==> src/rtl/bgc_pkg.sv <==
// ----------------------------------------------------------------------------
// bgc_pkg
// Shared types and constants for the bit-granular copy engine.
// ----------------------------------------------------------------------------
package bgc_pkg;

   localparam int unsigned StoreBytesDefault = 256;
   localparam int unsigned BitsPerByte       = 8;
   localparam int unsigned StoreAddrW        = 16;
   localparam int unsigned PosW              = 13;
   localparam int unsigned CountW            = 12;
   localparam int unsigned ChunkW            = 4;

   typedef enum logic [1:0] {
      ACT_WR_SRC = 2'd0,
      ACT_WR_DST = 2'd1,
      ACT_RD_DST = 2'd2,
      ACT_MOVE   = 2'd3
   } action_type;

   typedef enum logic [1:0] {
      ST_IDLE,
      ST_READ,
      ST_MV_RD,
      ST_MV_WR
   } state_type;

   typedef enum logic {
      STAT_DONE  = 1'b0,
      STAT_RANGE = 1'b1
   } status_type;

   typedef struct packed {
      action_type  action;
      logic [7:0]  byte_address;
      logic [7:0]  byte_value;
      logic [10:0] src_bit_start;
      logic [10:0] dst_bit_start;
      logic [11:0] bit_count;
   } req_type;

   typedef struct packed {
      logic [7:0] read_data;
      status_type status;
   } rsp_type;

   typedef struct packed {
      logic                  wr_en;
      logic [StoreAddrW-1:0] wr_addr;
      logic [7:0]            wr_data;
      logic [StoreAddrW-1:0] rd_addr;
   } store_port_type;

endpackage

==> src/rtl/bgc_byte_store.sv <==
// ----------------------------------------------------------------------------
// bgc_byte_store
// Byte-wide store with one write port and one registered read port.
// ----------------------------------------------------------------------------
module bgc_byte_store #(
   parameter int unsigned DEPTH = bgc_pkg::StoreBytesDefault,
   localparam int unsigned AddrW = (DEPTH > 1) ? $clog2(DEPTH) : 1
) (
   input  logic             clock,
   input  logic             wr_en,
   input  logic [AddrW-1:0] wr_addr,
   input  logic [7:0]       wr_data,
   input  logic [AddrW-1:0] rd_addr,
   output logic [7:0]       rd_data
);

   logic [7:0] mem [DEPTH];
   logic [7:0] rd_data_ff;

   always_ff @(posedge clock) begin
      if (wr_en) begin
         mem[wr_addr] <= wr_data;
      end
   end

   always_ff @(posedge clock) begin
      rd_data_ff <= mem[rd_addr];
   end

   assign rd_data = rd_data_ff;

endmodule

==> config.mk <==
export PLATFORM = sky130hd
export DESIGN_NAME = bgc_byte_store
export DESIGN_NICKNAME = d
export VERILOG_FILES = /design/src/rtl/bgc_pkg.sv /design/src/rtl/bgc_byte_store.sv
export SDC_FILE = /design/constraint.sdc
export NUM_CORES = 2
export LEC_CHECK = 0
export BUFFER_PORTS_ARGS = -buffer_cell sky130_fd_sc_hd__buf_2
export CAP_MARGIN = 5
export CORE_ASPECT_RATIO = 0.6
export CORE_MARGIN = 8
export CORE_UTILIZATION = 51
export DETAILED_ROUTE_END_ITERATION = 8
export PLACE_DENSITY = 0.65
export SYNTH_ARGS = -nofsm -noshare
export SYNTH_HDL_FRONTEND = slang
export SYNTH_SLANG_ARGS = --single-unit
==> constraint.sdc <==
create_clock -name clock -period 3.2 [get_ports clock]
set_input_delay 0.32 -clock clock [delete_from_list [all_inputs] [get_ports clock]]
set_output_delay 0.32 -clock clock [all_outputs]
set_load 0.02 [all_outputs]
==> flow_metrics.tcl <==
set metrics [dict create \
    seq_area_frac_synth_pct 77.50 \
    yosysTopAreaCellShare_pct 77.30 \
    cts-root-buf "clkbuf_16" \
    fin_cells 6390 \
    drive_gt1_share_pct 28.27 \
    yosysMostFrequentCell "edfxtp_1" \
    core_area_mm2 0.1551 \
    critPathMaxStageDelay_ns 0.72 \
    yosys_warnings 0 \
    cts_tree "yes" \
    ff2ff_path_depth 8 \
    path_buf_inv 2 \
    cts_buffers 176 \
    synthFlopType "edfxtp_1" \
    design_area_mm2 0.09071 \
    ys_ff_latch 2056 \
    dr_total_vias 40520 \
    period_needed_ns 2.841 \
    whs_endpoint "mem[86][1]" \
    post-place-ws_ns -0.2713 \
    dr.pass1.iters 6 \
    synth_area_mm2 0.07956 \
    max_freq_mhz 352.0 \
    top_layer_used "met4" \
    crit_arrival_ns 3.49 \
    routed_wirelength_mm 201.4 \
    wl_met2_mm 84.30 \
    rsz0062_at_grt "false" \
    total_power_mw 53.35 \
    grt_remaining_overflow 0 \
    relSlewSlack_pct 20.15 \
    antenna_found_initial 9 \
    cp.required_ns 3.85 \
    netlist_instances 3733 \
    clkLatencyLatePin_ns 0.80 \
    cp_slowest_cell "a211oi_1" \
    ant_nets 0 \
    portBuffers 33 \
    critPathKind "register to register" \
    grt_first_pass_wirelength_mm 288.9 \
    cts-htree-levels 4 \
    yosys.area.top_type "edfxtp_1" \
    layout.nets 4217 \
    clkSinkCount 2056 \
    wl_per_cell_um 31.51 \
    num_rows 112 \
    placed_cells 6064 \
    grt_usage_pct 23.57 \
    drc 0 \
    setup_tns_ns 0 \
    path_cells "mux4_2 -> a22o_1 -> a221oi_1 -> buf_4 -> o221ai_1 -> a211oi_1 -> buf_4 -> nor4_1" \
    synth_cell_types 55 \
    grt_max_degree 120 \
    hp-class "input port to register" \
    postCtsSetupRepairBufs 0 \
    synth-edff-count 2048 \
    worstSetupStartpointType "register" \
    final_max_slew_viol_count 0 \
    syn_to_final_growth_pct 14.02 \
    hold_violations 0 \
    synth_area_leaders "edfxtp_1 77%, mux4_2 13%, mux2i_1 1.7%, nor2_1 1.3%, a22oi_1 1.3%" \
    start_util_pct 51.28 \
    syn_nets 3759 \
    met3WireLength_mm 26.03 \
    place_congestion 0.8710 \
    cts.path.max_buffers 3 \
    setup_ws_ns 0.3590 \
    timing.rr.start "mem[27][5]" \
    drt-initial-drc-count 6054 \
    grt_pass1_vias 39114 \
    worstHoldPathCells 1 \
    reg2reg_setup_slack_ns 0.36 \
    timing.rr.end "rd_data[5]" \
    power_density_mw_per_mm2 588.1 \
    crit_family "compound AO/OA/AOI/OAI gates" \
    power_leakage_nw 28.78 \
    ir_drop_mv 0.5769 \
    clk_pin_slew_ns 0.07 \
    worst_pin_slew_ns 1.187 \
    post-dp-hpwl_mm 130.3 \
    cp-end-kind "register" \
    finalSetupViolCount 0 \
    hold_ws_ns 0.02191 \
    status "finished, final reports clean" \
    utilization_pct 58.48 \
    finClkSkew_ns 0.02780 \
    viasPerCell 6.341 \
    met1_length_mm 87.39 \
    die_width_um 525.9 \
    crit_top_cell "buf_4" \
    path_max_fanout 1 \
    synth_common_cells "2,048 x edfxtp_1, 454 x mux4_2, 282 x nor2_1" \
    placed_area_mm2 0.08524 \
    maxCapViolations 0 \
    num_io_pins 34 \
    async_reset_ff_share_pct 0 \
    postCtsResizedCells 0 \
    hold_start "wr_data[1]" \
    die-area_mm2 0.1693 \
    post-route-period-util_pct 88.78 \
    die_y_um 321.9 \
    syn_avg_cell_area_um2 21.31 \
]
[worst max-delay path by stage]
stage	startpoint	to	slack, ns	depth (start not counted)
after global placement	rd_addr[0]	rd_data[7]	-0.74	8
after CTS	mem[27][5]	rd_data[5]	0.38	8
after global routing	mem[187][6]	rd_data[6]	0.25	5
after floorplan	rd_addr[0]	rd_data[2]	0.94	9
after detailed placement	rd_addr[0]	rd_data[1]	-0.27	10
final	mem[27][5]	rd_data[5]	0.36	8
[cell usage in the layout, fill, tap and decap left out, types with 11 or more instances in the layout]
cell type and count:
o221ai_1 46, buf_2 22, a221oi_1 13, edfxtp_1 2048, bufinv_16 11, buf_12 52
clkinv_2 31, mux2i_1 134, nand3_1 34, clkbuf_16 177, nor2b_1 28, o22ai_1 28
nor4_1 22, nor3_1 22, nor2_1 279, a22oi_1 133, buf_4 428, a211oi_1 16
a21oi_1 96, clkinv_1 40, mux4_2 454, clkbuf_1 41, nand2_1 33
[power breakdown]
part,internal [mW],switching (mW)
clock network,11.1,9.60
registers,29.7,0.0467
logic,1.08,1.84
[cell families after synthesis]
| kind of cell | after synthesis | synth area share, % |
|---|---|---|
| flops | 2056 | 77.50 |
| mux | 591 | 14.62 |
| simple gates | 466 | 2.628 |
| compound gates | 385 | 3.419 |
| buf+inv | 235 | 1.831 |
[area by class of cell]
cell class	instances	area, um^2
Fill cell	11076	64420
Antenna cell	8	20.02
Clock inverter	98	842.1
Multi-Input combinational cell	1442	16500
Sequential cell	2056	61660
Inverter	2	7.507
Timing Repair Buffer	513	4521
Clock buffer	219	4597
Tap cell	2052	2567
[flip-flops by register name, indices dropped and copies added (netlist names)]
name and flops:
mem 2048, rd_data 8
[metal layers]
layer  up-vias  GRT usage (%)
met1     21327          37.74
met3       265          6.841
li1      16608              -
met2      2320          32.28
met4         0          4.624
met5         -              0
[worst register-to-register path, stage by stage, from the launching register on]
cell	delay [ns]
edfxtp_1	0.35
mux4_2	0.52
a22o_1	0.27
a221oi_1	0.22
buf_4	0.21
o221ai_1	0.13
a211oi_1	0.72
buf_4	0.24
nor4_1	0.04
[timing repair]
action | 4_1_cts | 5_1_grt
hold buffers | 1 | 0
endpoints found under the setup margin | 0 | 0
hold endpoints to repair | 62 | 0
Note: power is estimated with default switching activity, not from simulation.
