$ cat config.mk
export PLATFORM = sky130hd
export DESIGN_NAME = bgc_ctrl
export DESIGN_NICKNAME = d
export VERILOG_FILES = /design/src/rtl/bgc_pkg.sv /design/src/rtl/bgc_ctrl.sv
export SDC_FILE = /design/constraint.sdc
export NUM_CORES = 1
export LEC_CHECK = 0
export BUFFER_PORTS_ARGS = -buffer_cell sky130_fd_sc_hd__buf_4
export CAP_MARGIN = 40
export CORE_MARGIN = 2
export CORE_UTILIZATION = 40
export DETAILED_ROUTE_END_ITERATION = 8
export MAX_ROUTING_LAYER = met4
export PLACE_DENSITY = 0.67
export SKIP_CTS_REPAIR_TIMING = 1
export SLEW_MARGIN = 40
export SYNTH_ARGS = -nofsm -noshare
export SYNTH_HDL_FRONTEND = slang
export SYNTH_SLANG_ARGS = --single-unit
$ cat constraint.sdc
create_clock -name clock -period 9.9 [get_ports clock]
set_clock_uncertainty 0.05 [all_clocks]
set_input_delay 1.98 -clock clock [delete_from_list [all_inputs] [get_ports clock]]
set_output_delay 1.98 -clock clock [all_outputs]
set_load 0.02 [all_outputs]
$ cat src/rtl/bgc_pkg.sv
// ----------------------------------------------------------------------------
// bgc_pkg
// Shared types and constants for the bit-granular copy engine.
// ----------------------------------------------------------------------------
package bgc_pkg;

   localparam int unsigned StoreBytesDefault = 256;
   localparam int unsigned BitsPerByte       = 8;
   localparam int unsigned StoreAddrW        = 16;
   localparam int unsigned PosW              = 13;
   localparam int unsigned CountW            = 12;
   localparam int unsigned ChunkW            = 4;

   typedef enum logic [1:0] {
      ACT_WR_SRC = 2'd0,
      ACT_WR_DST = 2'd1,
      ACT_RD_DST = 2'd2,
      ACT_MOVE   = 2'd3
   } action_type;

   typedef enum logic [1:0] {
      ST_IDLE,
      ST_READ,
      ST_MV_RD,
      ST_MV_WR
   } state_type;

   typedef enum logic {
      STAT_DONE  = 1'b0,
      STAT_RANGE = 1'b1
   } status_type;

   typedef struct packed {
      action_type  action;
      logic [7:0]  byte_address;
      logic [7:0]  byte_value;
      logic [10:0] src_bit_start;
      logic [10:0] dst_bit_start;
      logic [11:0] bit_count;
   } req_type;

   typedef struct packed {
      logic [7:0] read_data;
      status_type status;
   } rsp_type;

   typedef struct packed {
      logic                  wr_en;
      logic [StoreAddrW-1:0] wr_addr;
      logic [7:0]            wr_data;
      logic [StoreAddrW-1:0] rd_addr;
   } store_port_type;

endpackage

$ cat src/rtl/bgc_ctrl.sv
// ----------------------------------------------------------------------------
// bgc_ctrl
// Sequencer: decodes actions, checks move ranges, walks a move chunk by
// chunk and holds the response register.
// ----------------------------------------------------------------------------
module bgc_ctrl #(
   parameter int unsigned STORE_BYTES = bgc_pkg::StoreBytesDefault
) (
   input  logic                          clock,
   input  logic                          reset,
   input  logic                          req_valid,
   output logic                          req_ready,
   input  bgc_pkg::req_type              req_data,
   output logic                          rsp_valid,
   input  logic                          rsp_ready,
   output bgc_pkg::rsp_type              rsp_data,
   output bgc_pkg::store_port_type       src_port,
   output bgc_pkg::store_port_type       dst_port,
   input  logic [7:0]                    dst_rd_data,
   output logic [2:0]                    src_off,
   output logic [2:0]                    dst_off,
   output logic [bgc_pkg::CountW-1:0]    remaining,
   input  logic [bgc_pkg::ChunkW-1:0]    chunk_bits,
   input  logic [7:0]                    merged
);

   localparam int unsigned LimitBits = STORE_BYTES * bgc_pkg::BitsPerByte;

   bgc_pkg::state_type            state_ff, state_in;
   logic [bgc_pkg::PosW-1:0]      src_pos_ff, src_pos_in;
   logic [bgc_pkg::PosW-1:0]      dst_pos_ff, dst_pos_in;
   logic [bgc_pkg::CountW-1:0]    rem_ff, rem_in;
   logic                          rd_zero_ff, rd_zero_in;
   logic                          rsp_valid_ff, rsp_valid_in;
   bgc_pkg::rsp_type              rsp_ff, rsp_in;

   logic                          req_xfer;
   logic                          addr_ok;
   logic                          range_bad;
   logic [bgc_pkg::PosW-1:0]      src_end;
   logic [bgc_pkg::PosW-1:0]      dst_end;
   logic [bgc_pkg::PosW-1:0]      chunk_ext;

   assign req_ready = (state_ff == bgc_pkg::ST_IDLE) && (!rsp_valid_ff || rsp_ready);
   assign req_xfer  = req_valid && req_ready;
   assign rsp_valid = rsp_valid_ff;
   assign rsp_data  = rsp_ff;
   assign src_off   = src_pos_ff[2:0];
   assign dst_off   = dst_pos_ff[2:0];
   assign remaining = rem_ff;

   assign addr_ok   = 32'(req_data.byte_address) < 32'(STORE_BYTES);
   assign src_end   = bgc_pkg::PosW'(req_data.src_bit_start) +
                      bgc_pkg::PosW'(req_data.bit_count);
   assign dst_end   = bgc_pkg::PosW'(req_data.dst_bit_start) +
                      bgc_pkg::PosW'(req_data.bit_count);
   assign range_bad = (32'(src_end) > LimitBits) || (32'(dst_end) > LimitBits);
   assign chunk_ext = bgc_pkg::PosW'(chunk_bits);

   always_ff @(posedge clock) begin
      if (reset) begin
         state_ff     <= bgc_pkg::ST_IDLE;
         rsp_valid_ff <= 1'b0;
      end else begin
         state_ff     <= state_in;
         rsp_valid_ff <= rsp_valid_in;
      end
   end

   always_ff @(posedge clock) begin
      src_pos_ff <= src_pos_in;
      dst_pos_ff <= dst_pos_in;
      rem_ff     <= rem_in;
      rd_zero_ff <= rd_zero_in;
      rsp_ff     <= rsp_in;
   end

   always_comb begin
      state_in     = state_ff;
      src_pos_in   = src_pos_ff;
      dst_pos_in   = dst_pos_ff;
      rem_in       = rem_ff;
      rd_zero_in   = rd_zero_ff;
      rsp_in       = rsp_ff;
      rsp_valid_in = rsp_valid_ff && !rsp_ready;

      src_port         = '0;
      dst_port         = '0;
      src_port.wr_addr = bgc_pkg::StoreAddrW'(req_data.byte_address);
      src_port.wr_data = req_data.byte_value;
      src_port.rd_addr = bgc_pkg::StoreAddrW'(src_pos_ff[bgc_pkg::PosW-1:3]);
      dst_port.wr_addr = bgc_pkg::StoreAddrW'(dst_pos_ff[bgc_pkg::PosW-1:3]);
      dst_port.wr_data = merged;
      dst_port.rd_addr = bgc_pkg::StoreAddrW'(dst_pos_ff[bgc_pkg::PosW-1:3]);

      case (state_ff)
         bgc_pkg::ST_IDLE: begin
            dst_port.rd_addr = bgc_pkg::StoreAddrW'(req_data.byte_address);
            if (req_xfer) begin
               rsp_in.read_data = 8'd0;
               rsp_in.status    = bgc_pkg::STAT_DONE;
               src_pos_in       = bgc_pkg::PosW'(req_data.src_bit_start);
               dst_pos_in       = bgc_pkg::PosW'(req_data.dst_bit_start);
               rem_in           = req_data.bit_count;
               rd_zero_in       = !addr_ok;
               case (req_data.action)
                  bgc_pkg::ACT_WR_SRC: begin
                     src_port.wr_en = addr_ok;
                     rsp_valid_in   = 1'b1;
                  end
                  bgc_pkg::ACT_WR_DST: begin
                     dst_port.wr_en   = addr_ok;
                     dst_port.wr_addr = bgc_pkg::StoreAddrW'(req_data.byte_address);
                     dst_port.wr_data = req_data.byte_value;
                     rsp_valid_in     = 1'b1;
                  end
                  bgc_pkg::ACT_RD_DST: begin
                     state_in = bgc_pkg::ST_READ;
                  end
                  default: begin
                     if (range_bad) begin
                        rsp_in.status = bgc_pkg::STAT_RANGE;
                        rsp_valid_in  = 1'b1;
                     end else if (req_data.bit_count == '0) begin
                        rsp_valid_in = 1'b1;
                     end else begin
                        state_in = bgc_pkg::ST_MV_RD;
                     end
                  end
               endcase
            end
         end
         bgc_pkg::ST_READ: begin
            rsp_in.read_data = rd_zero_ff ? 8'd0 : dst_rd_data;
            rsp_in.status    = bgc_pkg::STAT_DONE;
            rsp_valid_in     = 1'b1;
            state_in         = bgc_pkg::ST_IDLE;
         end
         bgc_pkg::ST_MV_RD: begin
            state_in = bgc_pkg::ST_MV_WR;
         end
         bgc_pkg::ST_MV_WR: begin
            dst_port.wr_en = 1'b1;
            src_pos_in     = src_pos_ff + chunk_ext;
            dst_pos_in     = dst_pos_ff + chunk_ext;
            rem_in         = rem_ff - bgc_pkg::CountW'(chunk_bits);
            if (rem_ff == bgc_pkg::CountW'(chunk_bits)) begin
               rsp_in.read_data = 8'd0;
               rsp_in.status    = bgc_pkg::STAT_DONE;
               rsp_valid_in     = 1'b1;
               state_in         = bgc_pkg::ST_IDLE;
            end else begin
               state_in = bgc_pkg::ST_MV_RD;
            end
         end
         default: begin
            state_in = bgc_pkg::ST_IDLE;
         end
      endcase
   end

   a_busy_no_rsp: assert property (@(posedge clock) disable iff (reset)
      (state_ff != bgc_pkg::ST_IDLE) |-> !rsp_valid_ff)
      else $error("response pending while an item is in progress");

   a_chunk_size: assert property (@(posedge clock) disable iff (reset)
      (state_ff == bgc_pkg::ST_MV_WR) |->
         (chunk_bits != '0) && (bgc_pkg::CountW'(chunk_bits) <= rem_ff))
      else $error("chunk size out of range");

   a_move_in_store: assert property (@(posedge clock) disable iff (reset)
      (state_ff == bgc_pkg::ST_MV_WR) |->
         (32'(dst_pos_ff) < LimitBits) && (32'(src_pos_ff) < LimitBits))
      else $error("move position past end of store");

   a_chunk_step: assert property (@(posedge clock) disable iff (reset)
      (state_ff == bgc_pkg::ST_MV_WR) |=>
         (state_ff == bgc_pkg::ST_MV_RD) || (state_ff == bgc_pkg::ST_IDLE))
      else $error("bad step after chunk write");

   a_read_done: assert property (@(posedge clock) disable iff (reset)
      (state_ff == bgc_pkg::ST_READ) |=> rsp_valid_ff)
      else $error("read gave no response");

endmodule

==> impl_metrics.tcl <==
set metrics [dict create \
    status "complete, but fails checks" \
    violations "design-rule violations" \
    met1Wirelength_mm 5.59 \
    drt_iter0_markers 217 \
    synth.area.top_cells "edfxtp_1 29%, ha_1 9.9%, mux2_2 7.5%" \
    max-slew-margin-rel_pct 51.2 \
    io_buffers 160 \
    grt_pass1_wl_mm 20.7 \
    fp-row-count 39 \
    die_h_um 113 \
    syn_area_mm2 0.00479 \
    r2r-start "state_ff[1]" \
    critPathCaptureType "output port" \
    insertion_delay_ns 0.29 \
    synth_edf_count 47 \
    wire_per_inst_um 16.9 \
    synth_most_common_cell "edfxtp_1" \
    layout_min_cycle_time_ns 5.63 \
    hp-start "src_pos_ff[12]" \
    multiInputGateArea_mm2 0.00297 \
    fillerInstances 1073 \
    hold_path.class "reg2reg" \
    synth_common_cells "47 x edfxtp_1, 46 x buf_4, 46 x nor2_1, 40 x a21oi_1, 38 x ha_1" \
    syn_area_per_cell_um2 9.36 \
    tns_ns 0 \
    synth_top_area_cell "edfxtp_1" \
    cp.arrival_ns 3.60 \
    routed_wl_mm 13.4 \
    vias 4196 \
    cts_tree "yes" \
    final-seq-area_mm2 0.00147 \
    holdPathEnd "src_pos_ff[12]" \
    numCtsBuffers 5 \
    syn_to_final_growth_pct 26.6 \
    routed-wl-met3_um 832 \
    timing.final.crit_share_pct 56.9 \
    dp_cells 787 \
    worstRegToRegCells 5 \
    gr-usage-all-layers_pct 20.9 \
    clockBufferDepth 2 \
    crit_fanout 19 \
    cap_violations 0 \
    synth_cells 512 \
    hpwl_mm 10.9 \
    ios 187 \
    clk_pin_slew_ns 0.06 \
    synth_seq_area_share_pct 30.7 \
    async_flop_share_pct 0 \
    final_cells 795 \
    gp_congestion 0.847 \
    leakagePower_nw 2.65 \
    setup_viol 0 \
    crit_required_ns 7.87 \
    design.die.area_mm2 0.0129 \
    path_class "in2out" \
    power_density_mw_per_mm2 120 \
    dr_wl_met2_mm 6.83 \
    routed_via_density 5.28 \
    antenna_left 0 \
    top_layer "met4" \
    crit_path_start_kind "input pin" \
    firstDrtPassIters 6 \
    grt_antenna_before_repair 0 \
    rsz0062_at_grt "no" \
    reg2reg_slack_ns 6.95 \
    cts_num_sinks 50 \
    ys_seq_elements 50 \
    hold_viol_final 0 \
    grt_max_degree 52 \
    cts.htree.levels 2 \
    ys_types 68 \
    clock-root-buffer "clkbuf_16" \
    max_freq_ghz 0.178 \
    start_util_pct 41.5 \
    fp.dieW_um 113 \
    worst_slew_pin_slew_ns 0.727 \
    slew_violations 0 \
    drive_gt1_share_pct 33.4 \
    yosysWarningCount 0 \
    synth.top_cell.area_share_pct 29.4 \
    ir_drop_mv 0.0659 \
    timing.rr.end "remaining[7]" \
    synthFlopType "edfxtp_1" \
    nets 770 \
    diodes 0 \
    hold_depth 2 \
    drc 1 \
    grt_pass1_vias 4016 \
    grt_overflow 0 \
    core_mm2 0.0116 \
]
[final cells by class]
cell class                 instances  share of cell area, %
clock buffer                       7                   2.35
clock inverter                     1                 0.0824
inverter                          19                   1.17
multi-input combinational        411                   48.9
sequential                        50                   24.2
tap                              143                   2.95
timing repair buffer             164                   20.3
[per-layer routing]
| metal | GRT usage [%] | up-vias |
|---|---|---|
| li1 | - | 2078 |
| met1 | 25.5 | 1945 |
| met2 | 36.8 | 161 |
| met3 | 2.87 | 12 |
| met4 | 4.96 | 0 |
| met5 | - | - |
[where the power goes]
part / switching [mW] / leakage, nW / total, mW / internal, mW
logic: 0.158 / 2.10 / 0.283 / 0.124
registers: 0.0156 / 0.484 / 0.270 / 0.255
clock network: 0.0733 / 0.0739 / 0.174 / 0.100
[worst max-delay path by stage]
stage,slack (ns),end,from
after floorplan,4.24,dst_port[25],rsp_ready
after global placement,4.31,dst_port[28],rsp_ready
after detailed placement,4.23,dst_port[17],rsp_ready
after CTS,4.22,dst_port[17],rsp_ready
after global routing,4.11,dst_port[30],rsp_ready
final,4.27,dst_port[17],rsp_ready
[logic make-up after synthesis]
family                   after synthesis  synth area share (%)
buffers and inverters                 76                  9.71
XOR/XNOR                              35                  6.39
adder cells (fa/ha/maj)               43                  12.0
multiplexers                          35                  8.27
AO/OA/AOI/OAI                        114                  15.6
AND/OR/NAND/NOR                      158                  17.3
flip-flops                            50                  30.7
other                                  1                0.0782
[cells in the final DEF, fill, tap and decap left out, types with 13 or more instances in the layout]
cell      count
buf_4       164
edfxtp_1     47
nor2_1       46
a21oi_1      40
ha_1         37
mux2_2       32
conb_1       26
nand2_1      25
xor2_1       22
o21ai_0      20
inv_1        18
xnor2_1      13
nor2b_1      13
[registers in the layout (all words and copies together), names as in the netlist]
register / flops
rsp_data: 9
state_ff: 2
rsp_valid: 1
dst_pos_ff: 13
remaining: 12
src_pos_ff: 13
[through the flow]
| step | util, % | area, um2 | setup WS (ns) | hold WS, ns | total power, mW |
|---|---|---|---|---|---|
| after global routing | 52.5 | 6070 | 4.11 | 0.626 | 0.765 |
| after global placement | 51.2 | 5920 | 4.31 | 0.557 | 0.552 |
| after floorplan | - | 4890 | 4.24 | 0.536 | 0.461 |
| after CTS | 52.5 | 6070 | 4.22 | 0.598 | 0.731 |
| after detailed placement | 51.2 | 5920 | 4.23 | 0.583 | 0.557 |
| final | 52.5 | 6070 | 4.27 | 0.593 | 0.727 |
[worst max-delay path, cell delays in order]
cell and delay, ns:
buf_4 0.07, nand2b_1 0.17, nand3_1 0.29, nor3b_2 0.26, buf_4 0.28, mux2_2 0.37
buf_4 0.16
No activity file was read; power rests on OpenSTA's default activity.
