## config.mk

```make
export PLATFORM = sky130hd
export DESIGN_NAME = bgc_merge
export DESIGN_NICKNAME = d
export VERILOG_FILES = /design/src/rtl/bgc_pkg.sv /design/src/rtl/bgc_merge.sv
export SDC_FILE = /design/constraint.sdc
export NUM_CORES = 1
export LEC_CHECK = 0
export BUFFER_PORTS_ARGS = -buffer_cell sky130_fd_sc_hd__buf_4
export CAP_MARGIN = 20
export CORE_ASPECT_RATIO = 1.75
export CORE_MARGIN = 4
export CORE_UTILIZATION = 40
export DETAILED_ROUTE_END_ITERATION = 8
export PLACE_DENSITY = 0.73
export SLEW_MARGIN = 30
export SYNTH_ARGS = -nofsm -noshare
export SYNTH_HDL_FRONTEND = slang
export SYNTH_SLANG_ARGS = --single-unit
```

## constraint.sdc

```tcl
create_clock -name vclk -period 5.66
set_input_delay 0.283 -clock vclk [all_inputs]
set_output_delay 0.283 -clock vclk [all_outputs]
set_load 0.02 [all_outputs]
```

## src/rtl/bgc_pkg.sv

```systemverilog
// ----------------------------------------------------------------------------
// bgc_pkg
// Shared types and constants for the bit-granular copy engine.
// ----------------------------------------------------------------------------
package bgc_pkg;

   localparam int unsigned StoreBytesDefault = 256;
   localparam int unsigned BitsPerByte       = 8;
   localparam int unsigned StoreAddrW        = 16;
   localparam int unsigned PosW              = 13;
   localparam int unsigned CountW            = 12;
   localparam int unsigned ChunkW            = 4;

   typedef enum logic [1:0] {
      ACT_WR_SRC = 2'd0,
      ACT_WR_DST = 2'd1,
      ACT_RD_DST = 2'd2,
      ACT_MOVE   = 2'd3
   } action_type;

   typedef enum logic [1:0] {
      ST_IDLE,
      ST_READ,
      ST_MV_RD,
      ST_MV_WR
   } state_type;

   typedef enum logic {
      STAT_DONE  = 1'b0,
      STAT_RANGE = 1'b1
   } status_type;

   typedef struct packed {
      action_type  action;
      logic [7:0]  byte_address;
      logic [7:0]  byte_value;
      logic [10:0] src_bit_start;
      logic [10:0] dst_bit_start;
      logic [11:0] bit_count;
   } req_type;

   typedef struct packed {
      logic [7:0] read_data;
      status_type status;
   } rsp_type;

   typedef struct packed {
      logic                  wr_en;
      logic [StoreAddrW-1:0] wr_addr;
      logic [7:0]            wr_data;
      logic [StoreAddrW-1:0] rd_addr;
   } store_port_type;

endpackage

```

## src/rtl/bgc_merge.sv

```systemverilog
// ----------------------------------------------------------------------------
// bgc_merge
// Chunk shift and merge unit: sizes one byte-bounded chunk and splices the
// source bits into the destination byte.
// ----------------------------------------------------------------------------
module bgc_merge (
   input  logic [7:0]                  src_byte,
   input  logic [7:0]                  dst_byte,
   input  logic [2:0]                  src_off,
   input  logic [2:0]                  dst_off,
   input  logic [bgc_pkg::CountW-1:0]  remaining,
   output logic [bgc_pkg::ChunkW-1:0]  chunk_bits,
   output logic [7:0]                  merged
);

   logic [bgc_pkg::ChunkW-1:0] avail_src;
   logic [bgc_pkg::ChunkW-1:0] avail_dst;
   logic [bgc_pkg::ChunkW-1:0] avail;
   logic [7:0]                 src_top;
   logic [7:0]                 aligned;
   logic [7:0]                 head_mask;
   logic [7:0]                 mask;

   always_comb begin
      avail_src = 4'd8 - {1'b0, src_off};
      avail_dst = 4'd8 - {1'b0, dst_off};
      avail     = (avail_src < avail_dst) ? avail_src : avail_dst;
      if (remaining < bgc_pkg::CountW'(avail)) begin
         chunk_bits = remaining[bgc_pkg::ChunkW-1:0];
      end else begin
         chunk_bits = avail;
      end
      src_top   = src_byte << src_off;
      aligned   = src_top >> dst_off;
      head_mask = 8'hFF << (4'd8 - chunk_bits);
      mask      = head_mask >> dst_off;
      merged    = (dst_byte & ~mask) | (aligned & mask);
   end

endmodule

```

==> results.rst, run 1 <==
.. list-table::
   :header-rows: 1

   * - Metric
     - Value
   * - Outcome
     - complete, no violations
   * - Post-route fraction of the period consumed by the critical path
     - 0.923
   * - Starting density of the core
     - 0.419
   * - Synth-to-layout area growth
     - 29.4%
   * - Final Wtd Congestion
     - roughly 0.83
   * - Leading post-synthesis cells by cell area
     - sky130_fd_sc_hd__ha_1 (11%), sky130_fd_sc_hd__mux2i_1 (11%), sky130_fd_sc_hd__o21ai_0 (5.7%)
   * - Number of antenna violations at the first check in global routing
     - 0
   * - Buffers inserted during post-CTS setup optimization
     - 0
   * - Sort of element at the start of the critical path
     - input port
   * - Worst-path cell with the longest stage delay
     - sky130_fd_sc_hd__ha_2
   * - Die height
     - 83.9 um
   * - Setup-violating endpoint count in the final report
     - 0
   * - Most area-hungry cell type in the Yosys netlist
     - sky130_fd_sc_hd__ha_1
   * - Cell area after synthesis
     - 1320 um2
   * - First-pass GRT wire length
     - 5940 um
   * - Die ar.
     - 4310 um2
   * - Top cells by count, synth
     - sky130_fd_sc_hd__nor2_1 (17), sky130_fd_sc_hd__mux2i_1 (15), sky130_fd_sc_hd__o21ai_0 (15), sky130_fd_sc_hd__a21oi_1 (13)
   * - NumNets Final
     - 269
   * - CP endpoint kind
     - output port
   * - Maximum VDD drop
     - between 0.07 and 0.08 mV
   * - Power density over the cells
     - ~140 nW/um2
   * - Crit path kind
     - input port to output port
   * - Number of max-cap violations
     - 0
   * - # rows
     - 27
   * - Number of instances in the synthesized netlist
     - 184
   * - Detailed placer's ending HPWL
     - 3000 um
   * - Final-report hold violation count
     - 0
   * - Global-route total usage across every layer
     - 0.164
   * - Cell with the most instances after synthesis
     - sky130_fd_sc_hd__nor2_1
   * - Portion of the post-synthesis area used by sequential elements
     - 0
   * - Standard cell core area
     - 3140 um2
   * - Chip Width
     - 51.4 um
   * - Yosys synthesis warning count
     - 0
   * - Top fanout value on the critical path
     - 20
   * - CP top delay family
     - adder cells
   * - Router iterations before antenna repair
     - 4
   * - Vias in the first global route
     - 1431
   * - Final routed DRC violation total
     - 0
   * - Post-synth net total
     - 230
   * - Classification of the worst-slack hold path
     - input port to output port
   * - Wire length per cell
     - 13.7 um
   * - Layout sequential cell count
     - 0
   * - Relative max-transition margin
     - 0.561
   * - Leakage power figure
     - 0.780 nW
   * - Number of cells after detailed placement
     - 264
   * - WP data arrival
     - 4940 ps
   * - Achievable clock frequency
     - 191 MHz
   * - Final critical-path required period
     - 5220 ps
   * - Overall power consumption
     - 0.245 mW
   * - Hold_buf cts
     - 0
   * - Total I/O pin count
     - 46
   * - Worst endpoint required time
     - about 5400 ps
   * - Remaining global-route overflow
     - 0
   * - Pin count of the biggest net entering global routing
     - 23
   * - Number of cells upsized or downsized after cts
     - 0
   * - Count of final max-slew check failures
     - 0
   * - Pin slew with the least headroom to its limit
     - approximately 660 ps
   * - Vias per Instance
     - 5.70
   * - Average cell area after synthesis
     - 7.15 um2
   * - Non-Filler Instances
     - 264
   * - Sum of negative setup slack
     - 0 ps
   * - Storage cell area
     - 0 um2
   * - Utilization after layout
     - 0.542
   * - Fraction of post-synthesis cell area in the top cell type by area
     - 0.114
   * - Clock buffer count
     - 0
   * - Count of nets left with antenna violations after detail routing
     - 0
   * - Worst path buffer plus inverter count
     - 5
   * - First DRT Iteration DRCs
     - 25
   * - Count of antenna diodes in the layout
     - 0
   * - Via count of the routed design
     - 1504
   * - Distinct cells, synth
     - 51
   * - Largest stage delay, worst path
     - 400 ps
   * - Number of port buffers
     - 46
   * - Total detailed-routing wirelength
     - 3630 um
   * - Fraction of final layout cells with drive strength greater than 1
     - 0.321
[through the flow]
stage	hold WS (ps)	area [um2]	worst slack, ps
finish	872	1700	438
global route	890	1700	-15.3
CTS	874	1680	56.9
detailed placement	873	1680	37.1
global placement	870	1680	111
floorplan	706	1320	362
[cells by family after synthesis]
family	count (synthesis)	share of synthesized area
xor gates and xnor gates	3	0.0200
AOI/OAI and AO/OA	64	0.360
and+or+nand+nor	55	0.210
adders and majority gates	12	0.114
muxes	23	0.208
buffers and inverters	27	0.0875
[worst min-delay path, cell delays in order]
cell                     delay [ps]
sky130_fd_sc_hd__buf_4           70
sky130_fd_sc_hd__o22a_1         100
sky130_fd_sc_hd__buf_4          130
[worst paths after layout]
path / endpoint / from / cells after the start
setup / recovery: merged[0] / dst_off[1] / 27
hold / removal: merged[0] / dst_byte[0] / 3
[cells in the final DEF, fill, tap and decap left out, drive strengths merged, types with 2 or more instances in the layout]
master,synthesis,final
buf,6,49
nor2,17,17
o21ai,17,17
mux2i,15,15
a21oi,14,14
inv,14,14
ha,12,12
nand2,11,11
nor3,7,7
nand3,7,7
a211oi,5,5
mux2,5,5
o31ai,4,4
nand2b,4,4
o41ai,4,4
nor2b,3,3
mux4,3,3
a31oi,3,3
a221oi,3,3
o211ai,3,3
nor4,2,2
a21o,2,2
xnor2,2,2
[power breakdown]
part	internal (mW)	switching (mW)
combinational	0.111	0.134
clock	0	0
sequential	0	0
total	0.111	0.134
[cell type report]
class / count / area (um2)
Tap cell: 43 / 53.8
Multi-Input combinational cell: 157 / 1220
Fill cell: 316 / 1440
Inverter: 15 / 56.3
Timing Repair Buffer: 49 / 368
[routing by layer]
metal,global-route usage,share of wire,vias up,routed length (um)
li1,-,-,771,-
met1,0.178,0.38,697,1390
met2,0.331,0.56,34,2040
met3,0.00894,0.046,2,168
met4,0.0215,0.0080,0,29
met5,0,0,-,0
Power figures use the tool's default switching activity.
==> inputs of run 2 (changes only) <==
- GPL_TIMING_DRIVEN: unset -> 0
==> run 2 against run 1 <==
  * Sequential cell count unchanged
  * Non-clock buffer count increased by 6
  * Fmax decreased by 1.1%
  * Worst setup slack got worse by 60 ps
  * Core utilization increased by 1.5 points
  * Sequential share of layout area unchanged
  * Highest routed layer unchanged
  * Count of clock-buffer cells in the layout unchanged
  * Critical path depth decreased by 2
==> results.rst, run 2 (synthesis gave the netlist of run 1 again) <==
.. list-table::
   :header-rows: 1

   * - Metric
     - Value
   * - Outcome
     - complete, no violations
   * - Internal power
     - 0.118 mW (+6.1%)
   * - Count of final max-slew check failures
     - 0 (unchanged)
   * - Net switching fraction of the power
     - 0.541 (-0.00608)
   * - Clock buffer count
     - 0 (unchanged)
   * - Vias in the first global route
     - 1525 (+6.6%)
   * - Count of nets left with antenna violations after detail routing
     - 0 (unchanged)
   * - Pin count of the biggest net entering global routing
     - 11 (-52%)
   * - Storage cell area
     - 0 um2 (unchanged)
   * - Layout sequential cell count
     - 0 (unchanged)
   * - Number of port buffers
     - 44 (-4.3%)
   * - Count of antenna diodes in the layout
     - 0 (unchanged)
   * - Pin slew with the least headroom to its limit
     - 507 ps (-150 ps)
   * - Fraction of power consumed by sequential logic
     - 0 (unchanged)
   * - Starting density of the core
     - 0.419 (unchanged)
   * - NumNets Final
     - 275 (+2.2%)
   * - Vias per Instance
     - 5.82 (+2.2%)
   * - Crit path kind
     - input port to output port
   * - Standard cell core area
     - 3140 um2 (unchanged)
   * - CP endpoint kind
     - output port
   * - First DRT Iteration DRCs
     - 33 (+32%)
   * - Non-Filler Instances
     - 270 (+2.3%)
   * - Synth-to-layout area growth
     - 33.0%
   * - Fraction of power consumed by the clock network
     - 0 (unchanged)
   * - Total I/O pin count
     - 46 (unchanged)
   * - Worst-path cell with the longest stage delay
     - sky130_fd_sc_hd__ha_1
   * - Fraction of final layout cells with drive strength greater than 1
     - 0.330 (+0.00913)
   * - Final critical-path required period
     - 5280 ps (+59.6 ps)
   * - Leakage power figure
     - 0.796 nW (+2.0%)
   * - Detailed placer's ending HPWL
     - 3190 um (+6.6%)
   * - Most frequent cell on the critical path
     - sky130_fd_sc_hd__ha_1
   * - Die ar.
     - 4310 um2 (unchanged)
   * - Worst endpoint required time
     - 5380 ps (about the same)
   * - Largest stage delay, worst path
     - 350 ps (-50 ps)
   * - Combinational Power Share
     - 1.000 (about the same)
   * - Placement-stage worst setup slack
     - -463 ps (-500 ps)
   * - Power density over the cells
     - 147 nW/um2 (+1.9%)
   * - Achievable clock frequency
     - 189 MHz (-1.1%)
   * - Number of antenna violations at the first check in global routing
     - 0 (unchanged)
   * - Maximum VDD drop
     - 0.0855 mV (+16%)
   * - WP data arrival
     - 5000 ps (+60 ps)
   * - Hold_buf cts
     - 0 (unchanged)
   * - Worst Slack Setup Final
     - 378 ps (-59.6 ps)
   * - First-pass GRT wire length
     - 6430 um (+8.2%)
   * - Commonest cells after routing, fill and taps aside
     - sky130_fd_sc_hd__buf_4 (46), sky130_fd_sc_hd__nor2_1 (17), sky130_fd_sc_hd__mux2i_1 (15)
   * - # rows
     - 27 (unchanged)
   * - Relative max-transition margin
     - 0.662 (+0.101)
   * - Final-report hold violation count
     - 0 (unchanged)
   * - Design Area, Final
     - 1750 um2 (+2.8%)
   * - Final routed DRC violation total
     - 0 (unchanged)
   * - Via count of the routed design
     - 1572 (+4.5%)
   * - Post-route fraction of the period consumed by the critical path
     - 0.933 (+0.0105)
   * - Top fanout value on the critical path
     - 10 (-50%)
   * - Cell area after placement
     - 1700 um2 (+1.3%)
   * - Setup-violating endpoint count in the final report
     - 0 (unchanged)
   * - Classification of the worst-slack hold path
     - input port to output port
   * - Hold Worst Slack
     - 871 ps (-1.36 ps)
   * - Utilization after layout
     - 0.557 (+0.0151)
   * - Remaining global-route overflow
     - 0 (unchanged)
   * - Router iterations before antenna repair
     - 4 (unchanged)
   * - Switching component of the power
     - 0.139 mW (+3.5%)
   * - Sort of element at the start of the critical path
     - input port
   * - CP top delay family
     - compound AO/OA/AOI/OAI gates
   * - Worst path buffer plus inverter count
     - 7 (+2)
   * - Chip Width
     - 51.4 um (unchanged)
   * - Number of max-cap violations
     - 0 (unchanged)
   * - Number of cells after detailed placement
     - 271 (+2.7%)
   * - Global-route total usage across every layer
     - 0.178 (+0.0143)
   * - Most frequent standard cell in the layout excluding fill and tap cells
     - sky130_fd_sc_hd__buf_4
   * - Wire length per cell
     - 14.3 um (+4.1%)
   * - Total detailed-routing wirelength
     - 3860 um (+6.5%)
   * - Die height
     - 83.9 um (unchanged)
   * - Final Wtd Congestion
     - 0.841 (+0.77%)
run 2: final cells by class:
| cell class | instances | area (um2) |
|---|---|---|
| tap | 43 | 53.8 |
| timing repair buffer | 45 | 338 |
| inverter | 15 | 56.3 |
| buffer | 10 | 55.1 |
| fill | 325 | 1390 |
| multi-input combinational | 157 | 1250 |
run 2: per-stage QoR:
step                setup TNS, ps  total power [mW]
CTS                             0             0.244
detailed placement          -2060             0.241
finish                          0             0.257
global route                -8.83             0.283
floorplan                       0             0.168
global placement            -1500             0.237
run 2: final timing paths:
path | cells past startpoint | slack [ps] | endpoint | startpoint
hold / removal | 3 | 870 | merged[0] | dst_byte[0]
setup / recovery | 25 | 380 | merged[1] | dst_off[0]
run 2: power by group through the flow:
| stage | sequential [mW] | combinational, mW | clock, mW |
|---|---|---|---|
| global placement | 0 | 0.237 | 0 |
| floorplan | 0 | 0.168 | 0 |
| finish | 0 | 0.257 | 0 |
| global route | 0 | 0.283 | 0 |
| CTS | 0 | 0.244 | 0 |
| detailed placement | 0 | 0.241 | 0 |
run 2: metal layers:
metal | vias up | GRT usage | part of all wire
met2 | 43 | 0.368 | 0.56
met3 | 6 | 0.0107 | 0.044
met1 | 730 | 0.186 | 0.38
met5 | - | 0 | 0
li1 | 793 | - | -
met4 | 0 | 0.0239 | 0.014
run 2: worst min-delay path: cells and delay by family:
kind / cells / cell delay [ps]
buf+inv: 2 / 200
compound gates: 1 / 100
run 2: timing repair:
action	in CTS	in global routing
setup buffers	0	1
pin swaps	0	2
endpoints found under the setup margin	7	7
gates resized for setup	5	9
